[src/audio_level_bar_column_renderer_defines.svh]
// assertion macros for the bar column renderer
`ifndef AUDIO_LEVEL_BAR_COLUMN_RENDERER_DEFINES_SVH
`define AUDIO_LEVEL_BAR_COLUMN_RENDERER_DEFINES_SVH
`ifndef SYNTHESIS
// same-cycle implication, clocked on clk, off during reset
`define ALB_ASSERT_IMP(lbl, ante, cons, msg) \
    lbl: assert property (@(posedge clk) disable iff (!rst_n) (ante) |-> (cons)) \
        else $error(msg);
// next-cycle implication, clocked on clk, off during reset
`define ALB_ASSERT_NXT(lbl, ante, cons, msg) \
    lbl: assert property (@(posedge clk) disable iff (!rst_n) (ante) |=> (cons)) \
        else $error(msg);
`else
`define ALB_ASSERT_IMP(lbl, ante, cons, msg)
`define ALB_ASSERT_NXT(lbl, ante, cons, msg)
`endif
`endif

[src/alb_pkg.sv]
// shared constants and controller/datapath interface types
package alb_pkg;

    localparam int SAMPLE_W  = 12;
    localparam int SUM_W     = 20;
    localparam int CNT_W     = 9;
    localparam int COLUMNS   = 128;
    localparam int HEIGHT_PX = 64;
    localparam int PAGE_ROWS = 8;
    localparam int MAX_PAGES = 8;
    localparam int PAGES     = (HEIGHT_PX / PAGE_ROWS > MAX_PAGES) ? MAX_PAGES
                                                                   : HEIGHT_PX / PAGE_ROWS;
    localparam int COL_W     = $clog2(COLUMNS);
    localparam int THR_W     = $clog2(HEIGHT_PX + 1);
    localparam int PROD_W    = SUM_W + THR_W;
    localparam int AVG_SHIFT = 11;
    localparam int DIV_STEPS = SUM_W;
    localparam int STEP_W    = $clog2(DIV_STEPS);
    localparam int MAX_COUNT = 256;

    localparam logic [SAMPLE_W-1:0] MID_SCALE = SAMPLE_W'(2048);

    // commands from the controller to the datapath
    typedef struct packed {
        logic accept;
        logic div_step;
        logic calc;
        logic emit_next;
    } alb_cmd_t;

    // status from the datapath to the controller
    typedef struct packed {
        logic close;
        logic div_done;
        logic last_page;
    } alb_status_t;

endpackage

[src/audio_level_bar_column_renderer.sv]
// top level of the audio level bar column renderer
//
// in channel: one beat per 12-bit sample (sample, block_end) on in_valid/in_ready
// out channel: one beat per page byte (page_byte, page_index, column_index,
//   last_of_column) on out_valid/out_ready, top page first
// config: cfg_wr_en/cfg_wr_data load samples_per_column, write only while idle
// a beat that does not close a column is added to the sum and sample count
// a closing beat (count reached or block_end) starts a serial divide of the
//   magnitude sum by the configured count, a height step, then 8 page beats
// one column is worked on at a time: in_ready is low after the closing beat
//   until the last page beat is taken
// a stall on out_ready holds the current page beat and payload unchanged
// reset clears the sum, sample count and column counter, and sets the count to 1
module audio_level_bar_column_renderer (
    input  logic                         clk,
    input  logic                         rst_n,
    input  logic                         cfg_wr_en,
    input  logic [alb_pkg::CNT_W-1:0]    cfg_wr_data,
    input  logic                         in_valid,
    output logic                         in_ready,
    input  logic [alb_pkg::SAMPLE_W-1:0] sample,
    input  logic                         block_end,
    output logic                         out_valid,
    input  logic                         out_ready,
    output logic [7:0]                   page_byte,
    output logic [2:0]                   page_index,
    output logic [6:0]                   column_index,
    output logic                         last_of_column
);
    import alb_pkg::*;

    // controller to datapath commands and the status coming back
    alb_cmd_t    cmd;
    alb_status_t status;

    // sequencing: idle, divide, height, emit
    alb_ctrl u_ctrl (
        .clk       (clk),
        .rst_n     (rst_n),
        .in_valid  (in_valid),
        .in_ready  (in_ready),
        .out_valid (out_valid),
        .out_ready (out_ready),
        .status    (status),
        .cmd       (cmd)
    );

    // accumulate, divide, scale and render the column
    alb_dp u_dp (
        .clk            (clk),
        .rst_n          (rst_n),
        .cmd            (cmd),
        .status         (status),
        .cfg_wr_en      (cfg_wr_en),
        .cfg_wr_data    (cfg_wr_data),
        .sample         (sample),
        .block_end      (block_end),
        .page_byte      (page_byte),
        .page_index     (page_index),
        .column_index   (column_index),
        .last_of_column (last_of_column)
    );

endmodule

[src/alb_ctrl.sv]
// sequencing state machine for the bar column renderer
`include "audio_level_bar_column_renderer_defines.svh"
module alb_ctrl (
    input  logic                clk,
    input  logic                rst_n,
    input  logic                in_valid,
    output logic                in_ready,
    output logic                out_valid,
    input  logic                out_ready,
    input  alb_pkg::alb_status_t status,
    output alb_pkg::alb_cmd_t    cmd
);
    import alb_pkg::*;

    typedef enum logic [3:0] {
        ST_IDLE = 4'b0001,
        ST_DIV  = 4'b0010,
        ST_CALC = 4'b0100,
        ST_EMIT = 4'b1000
    } alb_state_t;

    alb_state_t state_reg, state_next;

    assign in_ready  = (state_reg == ST_IDLE);
    assign out_valid = (state_reg == ST_EMIT);

    always_comb
    begin
        cmd.accept    = in_ready && in_valid;
        cmd.div_step  = (state_reg == ST_DIV);
        cmd.calc      = (state_reg == ST_CALC);
        cmd.emit_next = out_valid && out_ready;
    end

    always_comb
    begin
        state_next = state_reg;
        unique case (state_reg)
            ST_IDLE:
            begin
                if (cmd.accept && status.close)
                begin
                    state_next = ST_DIV;
                end
            end
            ST_DIV:
            begin
                if (status.div_done)
                begin
                    state_next = ST_CALC;
                end
            end
            ST_CALC:
            begin
                state_next = ST_EMIT;
            end
            ST_EMIT:
            begin
                if (cmd.emit_next && status.last_page)
                begin
                    state_next = ST_IDLE;
                end
            end
            default:
            begin
                state_next = ST_IDLE;
            end
        endcase
    end

    always_ff @(posedge clk or negedge rst_n)
    begin
        if (!rst_n)
        begin
            state_reg <= ST_IDLE;
        end
        else
        begin
            state_reg <= state_next;
        end
    end

    `ALB_ASSERT_IMP(a_no_overlap, out_valid, !in_ready, "input taken while column is emitted")
    `ALB_ASSERT_NXT(a_close_divides, cmd.accept && status.close, state_reg == ST_DIV,
                    "closing beat did not start the divide")
    `ALB_ASSERT_NXT(a_div_to_calc, cmd.div_step && status.div_done, state_reg == ST_CALC,
                    "divide end did not reach the height step")
    `ALB_ASSERT_NXT(a_last_to_idle, cmd.emit_next && status.last_page, in_ready,
                    "last page beat did not return to idle")

endmodule

[src/alb_dp.sv]
// accumulator, serial divider, height scaling and page byte datapath
module alb_dp (
    input  logic                         clk,
    input  logic                         rst_n,
    input  alb_pkg::alb_cmd_t            cmd,
    output alb_pkg::alb_status_t         status,
    input  logic                         cfg_wr_en,
    input  logic [alb_pkg::CNT_W-1:0]    cfg_wr_data,
    input  logic [alb_pkg::SAMPLE_W-1:0] sample,
    input  logic                         block_end,
    output logic [7:0]                   page_byte,
    output logic [2:0]                   page_index,
    output logic [6:0]                   column_index,
    output logic                         last_of_column
);
    import alb_pkg::*;

    logic [CNT_W-1:0]    spc_reg;
    logic [SUM_W-1:0]    sum_reg, sum_next;
    logic [CNT_W-1:0]    cnt_reg;
    logic [COL_W-1:0]    col_reg;
    logic [SUM_W-1:0]    quo_reg;
    logic [CNT_W-1:0]    rem_reg;
    logic [STEP_W-1:0]   step_reg;
    logic [THR_W-1:0]    thr_reg;
    logic [2:0]          page_reg;

    logic [CNT_W-1:0]    n_eff;
    logic [SAMPLE_W-1:0] mag;
    logic [CNT_W:0]      trial;
    logic [PROD_W-1:0]   prod;
    logic [PROD_W-1:0]   height;
    logic [THR_W-1:0]    height_clamped;

    // zero acts as one, above range saturates
    always_comb
    begin
        priority if (spc_reg == '0)
        begin
            n_eff = CNT_W'(1);
        end
        else if (spc_reg > CNT_W'(MAX_COUNT))
        begin
            n_eff = CNT_W'(MAX_COUNT);
        end
        else
        begin
            n_eff = spc_reg;
        end
    end

    assign mag      = (sample >= MID_SCALE) ? (sample - MID_SCALE) : (MID_SCALE - sample);
    assign sum_next = sum_reg + SUM_W'(mag);

    assign status.close     = ((CNT_W + 1)'(cnt_reg) + 1'b1 >= (CNT_W + 1)'(n_eff)) || block_end;
    assign status.div_done  = (step_reg == STEP_W'(DIV_STEPS - 1));
    assign status.last_page = (page_reg == 3'(PAGES - 1));

    // restoring divide, one quotient bit per cycle
    assign trial = {rem_reg, quo_reg[SUM_W-1]} - (CNT_W + 1)'(n_eff);

    assign prod   = PROD_W'(quo_reg) * PROD_W'(HEIGHT_PX);
    assign height = prod >> AVG_SHIFT;
    assign height_clamped = (height > PROD_W'(HEIGHT_PX)) ? THR_W'(HEIGHT_PX)
                                                          : THR_W'(height);

    always_ff @(posedge clk or negedge rst_n)
    begin
        if (!rst_n)
        begin
            spc_reg  <= CNT_W'(1);
            sum_reg  <= '0;
            cnt_reg  <= '0;
            col_reg  <= '0;
            step_reg <= '0;
            page_reg <= '0;
        end
        else
        begin
            if (cfg_wr_en)
            begin
                spc_reg <= cfg_wr_data;
            end
            if (cmd.accept)
            begin
                if (status.close)
                begin
                    sum_reg  <= '0;
                    cnt_reg  <= '0;
                    step_reg <= '0;
                end
                else
                begin
                    sum_reg <= sum_next;
                    cnt_reg <= cnt_reg + 1'b1;
                end
            end
            if (cmd.div_step)
            begin
                step_reg <= step_reg + 1'b1;
            end
            if (cmd.calc)
            begin
                page_reg <= '0;
            end
            if (cmd.emit_next)
            begin
                page_reg <= page_reg + 1'b1;
                if (status.last_page)
                begin
                    col_reg <= (col_reg == COL_W'(COLUMNS - 1)) ? '0 : col_reg + 1'b1;
                end
            end
        end
    end

    always_ff @(posedge clk)
    begin
        if (cmd.accept && status.close)
        begin
            quo_reg <= sum_next;
            rem_reg <= '0;
        end
        else if (cmd.div_step)
        begin
            if (!trial[CNT_W])
            begin
                rem_reg <= trial[CNT_W-1:0];
                quo_reg <= {quo_reg[SUM_W-2:0], 1'b1};
            end
            else
            begin
                rem_reg <= {rem_reg[CNT_W-2:0], quo_reg[SUM_W-1]};
                quo_reg <= {quo_reg[SUM_W-2:0], 1'b0};
            end
        end
        if (cmd.calc)
        begin
            thr_reg <= THR_W'(HEIGHT_PX) - height_clamped;
        end
    end

    // a pixel is lit when its row is at or below the threshold row
    always_comb
    begin
        for (int b = 0; b < PAGE_ROWS; b++)
        begin
            page_byte[b] = ((THR_W + 3)'({page_reg, 3'(b)}) >= (THR_W + 3)'(thr_reg));
        end
    end

    assign page_index     = page_reg;
    assign column_index   = 7'(col_reg);
    assign last_of_column = status.last_page;

endmodule
[config.mk]
export PLATFORM = sky130hd
export DESIGN_NAME = audio_level_bar_column_renderer
export DESIGN_NICKNAME = d
export VERILOG_FILES = /design/src/alb_pkg.sv /design/src/audio_level_bar_column_renderer.sv /design/src/alb_ctrl.sv /design/src/alb_dp.sv
export VERILOG_INCLUDE_DIRS = /design/src /design/src/src
export SDC_FILE = /design/constraint.sdc
export NUM_CORES = 1
export LEC_CHECK = 0
export BUFFER_PORTS_ARGS = -buffer_cell sky130_fd_sc_hd__buf_4
export CELL_PAD_IN_SITES_DETAIL_PLACEMENT = 2
export CELL_PAD_IN_SITES_GLOBAL_PLACEMENT = 2
export CORE_MARGIN = 3
export CORE_UTILIZATION = 42
export DETAILED_ROUTE_END_ITERATION = 10
export GPL_TIMING_DRIVEN = 1
export PLACE_DENSITY = 0.95
export SLEW_MARGIN = 0
export SYNTH_ARGS = -nofsm -noshare
export SYNTH_HDL_FRONTEND = slang
export SYNTH_HIERARCHICAL = 1
export SYNTH_SLANG_ARGS = --single-unit
[constraint.sdc]
create_clock -name clk -period 5.49 [get_ports clk]
set_input_delay 0 -clock clk [delete_from_list [all_inputs] [get_ports clk]]
set_output_delay 0 -clock clk [all_outputs]
set_load 0.03 [all_outputs]
# Word level (Yosys, flattened, before mapping)
# Cells that the tools add are included.
[totals]
register_bits = 93
input_bits = 27
out_inout_bits = 21
word_cells = 75
[classes]
n_addsub = 10
order_cmp = 12
n_eq_ne = 10
n_mux = 20
reduce_logical = 13
[ops]
columns = ["cell", "n"]
rows = [
  ["$mux W20", 3],
  ["$ge A6 B7 Y1", 8],
  ["$mux W9", 4],
  ["$add A20 B12 Y20", 1],
  ["$pmux W4 S4", 1],
  ["$gt A15 B7 Y1 const B", 1],
  ["$mux W5", 3],
  ["$mux W7", 2],
  ["$ge A12 B12 Y1 const B", 1],
  ["$mux W12", 1],
  ["$mux W4", 3],
  ["$sub A12 B12 Y12 const A", 1],
  ["$sub A12 B12 Y12 const B", 1],
  ["$add A9 B1 Y10 const B", 1],
  ["$ge A10 B9 Y1", 1],
  ["$sub A10 B9 Y10", 1],
  ["$add A9 B1 Y9 const B", 1],
  ["$gt A9 B9 Y1 const B", 1],
  ["$logic_not A9 Y1", 1],
  ["$reduce_bool A2 Y1", 4],
  ["$add A7 B1 Y7 const B", 1],
  ["$eq A7 B7 Y1 const B", 1],
  ["$sub A7 B7 Y7 const A", 1],
  ["$mux W3", 2],
  ["other kinds (15)", 20],
]

# Longest topological paths before layout
# Gate-level depths: netlist of run 1.
[depth]
depth_word = 8
depth_mapped = 13
depth_no_buf = 13

# Hierarchy
# The synthesis of run 1 kept the hierarchy.
[modules_own_cells]
columns = ["mod", "instances", "cells_each", "area_each_um2", "seq_area_each_um2"]
rows = [
  ["alb_dp", 1, 593, 5632.9, 2318.5],
  ["alb_ctrl", 1, 24, 235.2, 101.3],
]

# Worst setup path after synthesis of run 1
# Ideal clock, no wire load.
[synth_timing]
path_type = "reg2reg"
startpoint = "register u_dp.spc_reg[4]"
endpoint = "register u_dp.quo_reg[0], enable pin"
setup_time_ns = 0.398
arrival_time_ns = 2.536
t_required_ns = 5.092
path_slack_ns = 2.556
stages_incl_launch_ff = 11
n_path_buf = 0
period_less_slack_ns = 2.934
cell_sequence = "dfrtp_1 > nor4_1 > a21oi_1 > nor2_1 > ha_1 > nand2b_1 > a2111oi_0 > nor4b_1 > a211o_1 > nand2_1 > nand2b_1"
[synth_between]
elab_chain_cells = 7
word_cells_on_any_way = 8
classes_between = "order compare: 2; mux: 2; reduce/logical: 4"
[synth_lines]
columns = ["item", "line", "text"]
rows = [
  ["start: declaration", "alb_dp.sv:18", "logic [CNT_W-1:0] spc_reg;"],
  ["start signal: assignment", "alb_dp.sv:82", "spc_reg <= cfg_wr_data;"],
  ["$gt A9 B9 Y1", "alb_dp.sv:42", "else if (spc_reg > CNT_W'(MAX_COUNT))"],
  ["$mux W9", "alb_dp.sv:42", ""],
  ["$mux W9 (*)", "alb_dp.sv:38", "priority if (spc_reg == '0)"],
  ["$ge A10 B9 Y1 (*)", "alb_dp.sv:55", "assign status.close = ((CNT_W + 1)'(cnt_reg) + 1'b1 >= (CNT_W + 1)'(n_eff)) || block_end;"],
  ["$logic_or A1 B1 Y1 (*)", "alb_dp.sv:55", ""],
  ["$logic_and A1 B1 Y1 (*)", "alb_dp.sv:119", "if (cmd.accept && status.close)"],
  ["$reduce_bool A2 Y1 (no source line) (*)", "-", ""],
  ["end signal: assignment", "alb_dp.sv:121", "quo_reg <= sum_next;"],
  ["end signal: assignment", "alb_dp.sv:129", "quo_reg <= {quo_reg[SUM_W-2:0], 1'b1};"],
  ["end signal: assignment", "alb_dp.sv:134", "quo_reg <= {quo_reg[SUM_W-2:0], 1'b0};"],
  ["end: declaration", "alb_dp.sv:22", "logic [SUM_W-1:0] quo_reg;"],
]
# Every way passes the cells marked *; elsewhere a longest branch is shown, timed or not.
# A chain may end at the register's enable or synchronous reset.

==> flow_summary.json, run 1 <==
{
  "core_area_um2": 13500,
  "synth_top_flop_cell": "dfrtp_1",
  "maxSlewViolCount": 0,
  "max_freq_mhz": 221,
  "p_int_mw": 1.75,
  "die-area_um2": 15400,
  "ff2ff_path_depth": 12,
  "synth_cell_types": 61,
  "pwr-share-seq_pct": 33.5,
  "r2r_end": "u_dp/quo_reg[9]",
  "tightestPinTransition_ns": 1.17,
  "critPathArrivalTime_ns": 4.43,
  "tns_ns": 0,
  "clkLatencyLatePin_ns": 0.35,
  "first_global_vias": 5891,
  "final.min_clock_period_ns": 4.53,
  "cts_sinks": 93,
  "place_congestion": 0.813,
  "switching_share_pct": 41.0,
  "drtIter0Drc": 414,
  "die_w_um": 124,
  "cp_max_fo": 52,
  "synth-edff-count": 27,
  "synth_top_area_share_pct": 23.5,
  "grt.total_usage_pct": 27.5,
  "cts_buffers": 9,
  "cp-end-kind": "flip-flop",
  "r2r_setup_slack_ns": 0.96,
  "clock-root-buffer": "clkbuf_16",
  "cp_slowest_stage_delay_ns": 0.65,
  "worstReg2RegStart": "u_dp/spc_reg[4]",
  "final.fill_count": 1397,
  "wl_per_cell_um": 24.7,
  "clockBufferDepth": 2,
  "status": "complete, no violations",
  "ys_seq_elements": 93,
  "cts_resized": 0,
  "initial_core_util_pct": 43.6,
  "clockPowerShare_pct": 23.3,
  "post-synth-top-count-cell": "nand2_1",
  "holdPathStages": 2,
  "synthTopCellsByArea": "dfrtp_1 23%, edfxtp_1 14%, ha_1 8.7%, nand2_1 5.1%, o21ai_0 4.6%",
  "clkTransAtPathRegs_ns": 0.07,
  "grt_antenna_before_repair": 1,
  "path_class": "flip-flop to flip-flop",
  "nNetsFinal": 741,
  "firstDrtPassIters": 5,
  "area_delta_synth_final_pct": 16.3,
  "hp-class": "input pin to flip-flop",
  "yosysSeqAreaShare_pct": 41.2,
  "syn_inst": 617,
  "maxCapViolations": 0,
  "comb_power_share_pct": 43.2,
  "yosysWarnings": 6,
  "drive_gt1_share_pct": 13.0,
  "post-route-period-util_pct": 82.5,
  "postRouteAntennaNets": 0,
  "drcViolationCount": 0,
  "place_ws_ns": 1.33,
  "ys_async_sr_fraction_pct": 61.3,
  "peakVddDrop_v": 0.000159,
  "grt-ovfl-total": 0,
  "vias_per_cell": 6.09,
  "power_density_nw_per_um2": 435,
  "setup-violations-final": 0,
  "critPathRequiredTime_ns": 5.40,
  "rows": 42,
  "power_switching_mw": 1.22,
  "die_y_um": 124,
  "fin_ws_ns": 0.960,
  "synth_common_cells": "80 x nand2_1, 55 x dfrtp_1, 54 x o21ai_0",
  "max_slew_margin_pct": 21.1,
  "crit_end": "u_dp/quo_reg[9]",
  "synth_fp_nets": 687,
  "critPathLaunch": "u_dp/spc_reg[4]",
  "grt_max_degree": 58,
  "synth_area_leader_cell": "dfrtp_1",
  "ioPinCount": 48,
  "vias": 5191,
  "syn_area_um2": 5870,
  "hpwl_um": 13400,
  "wl_um": 21100,
  "clock-skew-final_ns": 0.00757,
  "htree_levels": 3,
  "io_buffers": 47,
  "cts_tree": "done",
  "worstSetupStartpointType": "flip-flop",
  "avgSynthCellArea_um2": 9.51,
  "final_hold_viol_count": 0,
  "grt_pass1_wl_um": 33700,
  "rsz0062_at_grt": "false",
  "crit_path_top_delay_cell": "a2111oi_0",
  "power_leakage_nw": 3.00,
  "path_cells": "nor4_1, a21oi_1, nor2_1, ha_1, nand2b_1, a2111oi_0, nor4b_1, a211o_1, buf_4, nand2_1, buf_4, nand2b_1"
}
[worst min-delay path by stage]
stage,slack [ns],from,end
3_3_place_gp,0.13,rst_n,u_dp/page_index[1]
4_1_cts,0.003,cfg_wr_en,u_dp/spc_reg[3]
5_1_grt,0.03,cfg_wr_en,u_dp/spc_reg[3]
2_1_floorplan,-0.30,rst_n,u_ctrl/state_reg[1]
3_5_place_dp,0.14,rst_n,u_dp/page_index[2]
6_report,0.01,cfg_wr_en,u_dp/spc_reg[0]
[worst max-delay path: cells and delay by family (launching register included)]
| kind | cells | cell delay (ns) |
|---|---|---|
| flops | 1 | 0.42 |
| compound gates | 3 | 1.10 |
| buf+inv | 2 | 0.65 |
| fa+ha+maj | 1 | 0.28 |
| simple gates | 6 | 1.62 |
[stage by stage]
stage / util, % / instance area (µm²) / power [mW] / hold WS, ns / instances
6_report: 50.7 / 6820 / 2.97 / 0.0108 / 853
5_1_grt: 50.7 / 6820 / 3.11 / 0.0309 / 853
4_1_cts: 50.7 / 6820 / 2.93 / 0.00317 / 852
3_5_place_dp: 47.3 / 6370 / 2.15 / 0.139 / 822
3_3_place_gp: 47.3 / 6370 / 2.02 / 0.135 / 822
2_1_floorplan: - / 5870 / 1.79 / -0.296 / 617
[routing by layer]
metal / wire length [µm] / GRT usage (%)
met3: 773 / 4.12
met2: 11200 / 49.7
met4: 757 / 11.9
met1: 8410 / 32.2
met5: 0 / 0
[kinds of logic after synthesis]
| logic type | count (synthesis) | share of synthesized area [%] |
|---|---|---|
| mux | 21 | 3.84 |
| flops | 93 | 41.2 |
| xor+xnor | 49 | 7.44 |
| compound gates | 158 | 17.6 |
| fa+ha+maj | 43 | 9.42 |
| simple gates | 210 | 17.3 |
| buf+inv | 43 | 3.09 |
[timing repair]
item,in CTS,in global routing
buffers inserted,0,0
endpoints found under the hold margin,64,0
endpoints found under the setup margin,0,0
hold buffers,14,0
[layout by cell type, fill, tap and decap left out, drive strengths merged, types with 3 or more instances in the layout]
cell type    count
a21boi           4
a21o            10
a21oi           30
a22o             7
a31oi            4
and2            10
and3            12
buf             51
clkbuf          12
dfrtp           55
dfxtp            9
dlygate4sd3     14
edfxtp          27
ha              41
inv             20
mux2            12
mux2i            9
nand2           80
nand2b          10
nand3           15
nand4            7
nand4b           3
nor2            39
nor2b            4
nor3            18
nor4             4
nor4b            3
o21a             6
o21ai           57
o2bb2ai         14
o31ai            7
or2              3
xnor2           30
xor2            19
[power by group through the flow]
stage	Combinational, mW	Sequential [mW]	Clock, mW
2_1_floorplan	0.843	0.949	0
3_3_place_gp	1.04	0.979	0
3_5_place_dp	1.15	0.995	0
4_1_cts	1.25	0.990	0.693
5_1_grt	1.37	1.01	0.721
6_report	1.28	0.996	0.691
[area by class of cell]
cell class	instances	area, µm²	share of cell area [%]
Sequential cell	93	2420	35.5
Antenna cell	1	2.50	0.0367
Multi-Input combinational cell	481	3270	47.9
Tap cell	176	220	3.23
Inverter	21	78.8	1.16
Clock inverter	4	75.1	1.10
Clock buffer	12	236	3.47
Timing Repair Buffer	65	523	7.67
Note: power is estimated with default switching activity, not from simulation.
==> run 2, diff against run 1 <==
ABC_AREA = 1   (was not set)
CORE_UTILIZATION = 36   (was 42)
PLACE_DENSITY = 0.9   (was 0.95)
clock period = 4.5 ns   (was 5.49 ns; I/O delays follow)
==> flow_summary.json, run 2 <==
{
  "status": "complete, no violations",
  "post-synth-top-count-cell": "nand2_1",
  "layout.area.seq_um2": 2420,
  "tns_ns": 0,
  "synth_fp_nets": 937,
  "peakVddDrop_v": 0.000237,
  "grt_antenna_before_repair": 0,
  "clkTransAtPathRegs_ns": 0.08,
  "final.min_clock_period_ns": 4.08,
  "clockBufferDepth": 2,
  "multiInputGateArea_um2": 3350,
  "synth_top_flop_cell": "dfrtp_1",
  "avgSynthCellArea_um2": 7.37,
  "clock-skew-final_ns": 0.0114,
  "cp-end-kind": "flip-flop",
  "ys_async_sr_fraction_pct": 61.3,
  "power_leakage_nw": 3.90,
  "synth_area_leader_cell": "dfrtp_1",
  "critPathArrivalTime_ns": 3.99,
  "htree_levels": 3,
  "die_y_um": 139,
  "drtIter0Drc": 302,
  "yosysSeqAreaShare_pct": 37.8,
  "power_density_nw_per_um2": 588,
  "antenna_cells": 0,
  "synthTopCellsByArea": "dfrtp_1 22%, nand2_1 17%, edfxtp_1 13%, ha_1 8.0%, inv_1 7.7%",
  "clkLatencyLatePin_ns": 0.36,
  "nNetsFinal": 1000,
  "io_buffers": 47,
  "post-route-period-util_pct": 90.6,
  "post-cts-setup-buffers": 0,
  "syn_inst": 867,
  "final_hold_viol_count": 0,
  "cts_resized": 0,
  "synth-edff-count": 27,
  "rsz0062_at_grt": "false",
  "die_w_um": 139,
  "first_global_vias": 6884,
  "worstSetupStartpointType": "flip-flop",
  "final.fill_count": 2030,
  "drive_gt1_share_pct": 11.3,
  "clockPowerShare_pct": 20.2,
  "synth_common_cells": "283 x nand2_1, 132 x inv_1, 72 x nand3_1",
  "clock-root-buffer": "clkbuf_16",
  "core_area_um2": 17400,
  "cts_tree": "done",
  "synth_top_area_share_pct": 21.5,
  "hpwl_um": 15300,
  "area_delta_synth_final_pct": 16.3,
  "tightestPinTransition_ns": 0.838,
  "initial_core_util_pct": 36.8,
  "pwr-share-seq_pct": 30.2,
  "place_congestion": 0.799,
  "die-area_um2": 19400,
  "synth_cell_types": 42,
  "power_switching_mw": 2.07,
  "max_freq_mhz": 245,
  "cp_max_fo": 54,
  "grt_max_degree": 58,
  "comb_power_share_pct": 49.6,
  "rows": 48,
  "max_slew_margin_pct": 44.0,
  "post-route-util_pct": 42.8,
  "place_ws_ns": 0.690,
  "vias": 6176,
  "setup-violations-final": 0,
  "wl_per_cell_um": 19.7,
  "firstDrtPassIters": 5,
  "syn_area_um2": 6390,
  "path_class": "flip-flop to flip-flop",
  "whs_ns": 0.00999,
  "drcViolationCount": 0,
  "vias_per_cell": 5.32,
  "ys_seq_elements": 93,
  "wl_um": 22900,
  "switching_share_pct": 47.4,
  "grt.total_usage_pct": 24.2,
  "final_cell_mix": "283 x nand2_1, 132 x inv_1, 72 x nand3_1",
  "critPathRequiredTime_ns": 4.41,
  "cts_buffers": 9,
  "final_common_cell": "nand2_1",
  "ctsHoldBuffers": 19,
  "yosysWarnings": 6,
  "p_int_mw": 2.30,
  "grt-ovfl-total": 0,
  "cts_sinks": 93,
  "grt_pass1_wl_um": 37700,
  "maxCapViolations": 0,
  "postRouteAntennaNets": 0,
  "hp-class": "input pin to flip-flop",
  "fin_ws_ns": 0.422,
  "ioPinCount": 48,
  "maxSlewViolCount": 0
}
==> run 2: worst paths after layout <==
check	startpoint	end	slack [ns]	cells after the start
max	u_dp/spc_reg[5]	u_dp/quo_reg[5]	0.42	17
max reg2reg	u_dp/spc_reg[5]	u_dp/quo_reg[5]	0.42	17
min in group asynchronous	rst_n	u_dp/page_index[0]	0.26	2
max in group asynchronous	rst_n	u_dp/spc_reg[2]	3.70	2
min reg2reg	u_dp/sum_reg[10]	u_dp/sum_reg[10]	0.50	2
min	out_ready	u_ctrl/state_reg[3]	0.01	4
==> run 2: power groups by stage <==
| stage | clock network, mW | registers (mW) | logic [mW] |
|---|---|---|---|
| after floorplan | 0 | 1.26 | 1.47 |
| after global placement | 0 | 1.30 | 1.91 |
| after detailed placement | 0 | 1.32 | 2.04 |
| after CTS | 0.899 | 1.31 | 2.13 |
| after global routing | 0.928 | 1.34 | 2.43 |
| final | 0.885 | 1.32 | 2.17 |
==> run 2: cell type report <==
cell class                 instances  area share, %
clock inverter                     6           1.26
tap                              225           3.79
sequential                        93           32.5
clock buffer                      10           3.08
timing repair buffer              67           7.40
multi-input combinational        622           45.0
inverter                         137           6.91
==> run 2: through the flow <==
step                cell area, µm²  total power [mW]  instances
floorplan                     6390              2.73        867
global placement              6920              3.21       1125
detailed placement            6920              3.36       1125
CTS                           7440              4.34       1160
global route                  7440              4.70       1160
finish                        7440              4.37       1160
==> run 2: routing by layer <==
metal,global-route usage [%],up-vias,wire [µm]
li1,-,2891,-
met1,30.9,3093,10100
met2,41.2,134,11300
met3,3.44,58,753
met4,10.4,0,779
met5,0,-,0
==> run 2: kinds of logic after synthesis <==
logic type,count (synthesis),synth area share [%]
and+or+nand+nor,456,30.8
xor gates and xnor gates,34,4.66
DFF,93,37.8
adders and majority gates,43,8.65
muxes,1,0.157
AOI/OAI and AO/OA,88,8.06
buffers and inverters,152,9.78
==> run 2: critical path, cell delays in order, from the launching register on <==
cell and delay (ns):
dfrtp_1 0.43, inv_1 0.14, nand4_1 0.10, nor2_1 0.18, nor2_1 0.11, inv_1 0.23
nand2_1 0.14, ha_1 0.34, nand2_1 0.11, inv_1 0.05, a21oi_1 0.18, nand2_1 0.11
nand2_1 0.07, nand2_1 0.07, nand2_2 0.10, nand2_4 0.09, nand2_4 0.46, nand2_1 0.68
